**config.mk**
```make
export PLATFORM = sky130hd
export DESIGN_NAME = sme_ctrl
export DESIGN_NICKNAME = d
export VERILOG_FILES = /design/src/sv/sme_pkg.sv /design/src/sv/sme_ctrl.sv
export SDC_FILE = /design/constraint.sdc
export NUM_CORES = 1
export LEC_CHECK = 0
export BUFFER_PORTS_ARGS = -buffer_cell sky130_fd_sc_hd__buf_2
export CORE_AREA = 3 3 41 43
export CTS_BUF_LIST = sky130_fd_sc_hd__clkbuf_8
export CTS_CLUSTER_SIZE = 20
export DETAILED_ROUTE_END_ITERATION = 10
export DIE_AREA = 0 0 44 46
export HOLD_SLACK_MARGIN = 0.06
export PLACE_DENSITY = 0.5
export SLEW_MARGIN = 0
export SYNTH_ARGS = -nofsm -noshare
export SYNTH_HDL_FRONTEND = slang
export SYNTH_SLANG_ARGS = --single-unit
```
**constraint.sdc**
```tcl
create_clock -name clk -period 1.5 [get_ports clk]
set_input_delay 0.075 -clock clk [delete_from_list [all_inputs] [get_ports clk]]
set_output_delay 0.075 -clock clk [all_outputs]
set_load 0.01 [all_outputs]
```
**src/sv/sme_pkg.sv**
```systemverilog
// ----------------------------------------------------------------------------
// sme_pkg
// opcodes, status codes and controller/datapath handoff types
// ----------------------------------------------------------------------------
package sme_pkg;

  localparam logic [7:0] OP_PUSH = 8'd0;
  localparam logic [7:0] OP_ADD  = 8'd1;
  localparam logic [7:0] OP_SUB  = 8'd2;
  localparam logic [7:0] OP_MUL  = 8'd3;
  localparam logic [7:0] OP_DIV  = 8'd4;
  localparam logic [7:0] OP_EQ   = 8'd5;
  localparam logic [7:0] OP_NE   = 8'd6;
  localparam logic [7:0] OP_GT   = 8'd7;
  localparam logic [7:0] OP_GE   = 8'd8;
  localparam logic [7:0] OP_LT   = 8'd9;
  localparam logic [7:0] OP_LE   = 8'd10;
  localparam logic [7:0] OP_JMP  = 8'd11;
  localparam logic [7:0] OP_JEZ  = 8'd12;
  localparam logic [7:0] OP_CALL = 8'd13;
  localparam logic [7:0] OP_RET  = 8'd14;
  localparam logic [7:0] OP_PSHV = 8'd15;
  localparam logic [7:0] OP_LDV  = 8'd16;
  localparam logic [7:0] OP_STV  = 8'd17;
  localparam logic [7:0] OP_HALT = 8'd18;

  localparam logic [3:0] ST_RUN     = 4'd0;
  localparam logic [3:0] ST_HALT    = 4'd1;
  localparam logic [3:0] ST_UNKNOWN = 4'd2;
  localparam logic [3:0] ST_OVER    = 4'd3;
  localparam logic [3:0] ST_UNDER   = 4'd4;
  localparam logic [3:0] ST_RANGE   = 4'd5;
  localparam logic [3:0] ST_NOFRAME = 4'd6;
  localparam logic [3:0] ST_DIVZERO = 4'd7;
  localparam logic [3:0] ST_TARGET  = 4'd8;

  localparam logic REQ_START = 1'b0;

  typedef enum logic [1:0] {
    K_PLAIN,
    K_ARITH,
    K_CALL
  } kind_t;

  typedef struct packed {
    logic accept;
    logic exec;
    logic arith_wb;
    logic call2;
    logic clr;
  } cmd_t;

  typedef struct packed {
    kind_t kind;
    logic  arith_done;
    logic  clr_last;
    logic  out_valid;
  } stat_t;

endpackage

```
**src/sv/sme_ctrl.sv**
```systemverilog
// ----------------------------------------------------------------------------
// sme_ctrl
// sequencer: store clear, accept, execute, arithmetic wait, second call write
// ----------------------------------------------------------------------------
module sme_ctrl (
  input  logic           clk,
  input  logic           rst_n,
  input  logic           in_valid,
  output logic           in_ready,
  input  logic           out_ready,
  input  sme_pkg::stat_t st,
  output sme_pkg::cmd_t  cmd
);

  typedef enum logic [4:0] {
    S_CLEAR = 5'b00001,
    S_IDLE  = 5'b00010,
    S_EXEC  = 5'b00100,
    S_ARITH = 5'b01000,
    S_CALL2 = 5'b10000
  } state_t;

  state_t state_r, state_nxt;

  assign in_ready = (state_r == S_IDLE) && (!st.out_valid || out_ready);

  always_comb begin
    cmd        = '0;
    cmd.accept = in_valid && in_ready;
    state_nxt  = state_r;
    case (state_r)
      S_CLEAR: begin
        cmd.clr = 1'b1;
        if (st.clr_last) state_nxt = S_IDLE;
      end
      S_IDLE: begin
        if (cmd.accept) state_nxt = S_EXEC;
      end
      S_EXEC: begin
        cmd.exec = 1'b1;
        case (st.kind)
          sme_pkg::K_ARITH: state_nxt = S_ARITH;
          sme_pkg::K_CALL:  state_nxt = S_CALL2;
          default:          state_nxt = S_IDLE;
        endcase
      end
      S_ARITH: begin
        if (st.arith_done) begin
          cmd.arith_wb = 1'b1;
          state_nxt    = S_IDLE;
        end
      end
      S_CALL2: begin
        cmd.call2 = 1'b1;
        state_nxt = S_IDLE;
      end
      default: state_nxt = S_CLEAR;
    endcase
  end

  always_ff @(posedge clk) begin
    if (!rst_n) state_r <= S_CLEAR;
    else        state_r <= state_nxt;
  end

endmodule

```
==> flow_metrics.tcl <==
set metrics [dict create \
    status "complete, no violations" \
    period_share 0.866 \
    cts_buffers 3 \
    postCtsHoldBufs 0 \
    cts_tree "done" \
    grt_first_pass_wirelength_um 1200 \
    routed_wl_um 774 \
    regMostFlops "state_r" \
    drc 0 \
    nNetsFinal 73 \
    setup_viol 0 \
    critPathBufInv 1 \
    htreeDepth 1 \
    drtIter0Drc 7 \
    seqCellArea_um2 100 \
    insertion_delay_ps 220 \
    post_cts_buffers 0 \
    cp_max_fo 6 \
    multi_input_area_um2 219 \
    clkTransAtPathRegs_ps 30 \
    initial_core_util 0.256 \
    mostFrequentLayoutCell "buf_2" \
    fmax_mhz 770 \
    netlist_instances 43 \
    hpwl_um 631 \
    drv_slew 0 \
    vias 342 \
    relSlewSlack 0.850 \
    num-fill-cells 159 \
    synth.avg_cell_area_um2 7.94 \
    mappedNetlistArea_um2 342 \
    fin_worst_skew_ps 0.670 \
    rsz0062_at_grt "false" \
    slowest_stage "dfxtp_1" \
    clock_sinks 5 \
    overflow 0 \
    gp_congestion 0.732 \
    reg.largest.list "state_r: 5 flops" \
    worstSetupStartpointType "flop" \
    ys_seq_area_frac 0.293 \
    row_count 13 \
    arrival_ps 1220 \
    synth-seq-cells 5 \
    die_width_um 44 \
    grt_max_degree 9 \
    stdcell_count 76 \
    cts_resized 0 \
    grt_pass1_vias 279 \
    cts.root.buffer_cell "clkbuf_8" \
    max_stage_delay_ps 350 \
    ios 15 \
    path_common_cell "nor2_1" \
    power_density_mw_per_mm2 1100 \
    cts_buffer_depth 2 \
    cp_data_required_time_ps 1420 \
    diodes 0 \
    grtUsageTotal 0.0922 \
    maxCapViolations 0 \
    p_leak_nw 0.248 \
    fin_tns_setup_ps 0 \
    drtPass1Iterations 4 \
    hold_path.class "input pin to flop" \
    ir_drop_mv 0.313 \
    finalHoldWorstSlack_ps 95.6 \
    layout_common_cells "buf_2, inv_1, nor2_1" \
    path_cells "nor2_1, nand3_1, nor2_1, buf_2" \
    min_period_ps 1300 \
    port_buffers 14 \
    synth-warning-count 0 \
    endpoint_kind "output pin" \
    finalHoldViolCount 0 \
    critPathTopFamily "simple AND/OR/NAND/NOR gates" \
    area_growth_pct 39.2 \
    vias_per_cell 4.50 \
    die_h_um 46 \
    max_slew.worst_pin.slew_ps 223 \
    die_area_mm2 0.00202 \
    drive_gt1_frac 0.328 \
    fp.coreArea_mm2 0.00133 \
    worst-setup-path-type "flop to output pin" \
    antenna_found_initial 0 \
    yosysUniqueCellTypes 21 \
    wl_per_cell_um 10.2 \
    dp.cells 72 \
    syn_nets 54 \
    postRouteAntennaNets 0 \
    largest_reg_flops 5 \
]
cell type report:
class | instances | share of cell area
clock buffers | 3 | 0.0868
inverters | 6 | 0.0474
multi-input cells | 32 | 0.461
clock inverters | 1 | 0.00789
flip-flops and latches | 5 | 0.211
well taps | 15 | 0.0395
repair buffers | 14 | 0.147
per-stage QoR:
step	setup slack, ps	area (um2)	utilization	power, W
after floorplan	457	342	-	0.000243
after global placement	316	430	0.323	0.000289
after detailed placement	335	430	0.323	0.000287
after global routing	19.4	475	0.356	0.000559
after CTS	192	475	0.356	0.000531
final	201	475	0.356	0.000524
cell usage after synthesis:
| library cell | instances | share of area |
|---|---|---|
| and3_2 | 1 | 0.022 |
| dfxtp_1 | 5 | 0.29 |
| o221ai_1 | 1 | 0.026 |
| inv_1 | 6 | 0.066 |
| xor2_1 | 1 | 0.026 |
| nand3_1 | 2 | 0.029 |
| and4bb_4 | 1 | 0.048 |
| nand2b_1 | 1 | 0.018 |
| a21oi_1 | 1 | 0.015 |
| and3_1 | 1 | 0.018 |
| xnor2_1 | 1 | 0.026 |
| nand3b_1 | 1 | 0.022 |
| ha_1 | 2 | 0.073 |
| nand4bb_1 | 1 | 0.033 |
| o21ai_0 | 3 | 0.044 |
| and2_1 | 2 | 0.037 |
| o2bb2ai_1 | 1 | 0.026 |
| nor2_1 | 7 | 0.077 |
| a31oi_1 | 1 | 0.018 |
| nor2_2 | 1 | 0.018 |
| o211ai_1 | 3 | 0.066 |
layer usage:
| layer | GRT usage | part of all wire | routed length (um) | up-vias |
|---|---|---|---|---|
| met4 | 0.145 | 0.053 | 41 | 0 |
| li1 | - | - | - | 190 |
| met3 | 0.0316 | 0.056 | 43 | 4 |
| met2 | 0.113 | 0.44 | 340 | 11 |
| met1 | 0.0981 | 0.45 | 349 | 137 |
| met5 | 0 | 0 | 0 | - |
worst paths after layout:
kind	from	endpoint	slack (ps)	depth (start not counted)
worst min-delay path	st[1]	state_r[0]$_SDFFE_PN1P_	100	2
worst max register to register	state_r[1]$_SDFFE_PN0P_	state_r[0]$_SDFFE_PN1P_	350	4
worst max-delay path	state_r[1]$_SDFFE_PN0P_	cmd[2]	200	4
worst min register to register	state_r[3]$_SDFFE_PN0P_	state_r[0]$_SDFFE_PN1P_	660	2
power by group:
| part | internal (W) | leakage (nW) | switching (W) | total [W] |
|---|---|---|---|---|
| sequential | 0.000146 | 0.0408 | 0.0000207 | 0.000167 |
| combinational | 0.0000586 | 0.180 | 0.0000579 | 0.000117 |
| clock | 0.000175 | 0.0269 | 0.0000654 | 0.000241 |
logic make-up (layout without fill, tap and decap cells):
| kind of cell | Yosys count | in the layout | share of synthesized area |
|---|---|---|---|
| XOR/XNOR | 2 | 2 | 0.0513 |
| adder cells (fa/ha/maj) | 2 | 2 | 0.0732 |
| AND/OR/NAND/NOR | 18 | 18 | 0.322 |
| flip-flops | 5 | 5 | 0.293 |
| buffers and inverters | 6 | 24 | 0.0659 |
| AO/OA/AOI/OAI | 10 | 10 | 0.194 |
Power figures use the tool's default switching activity.
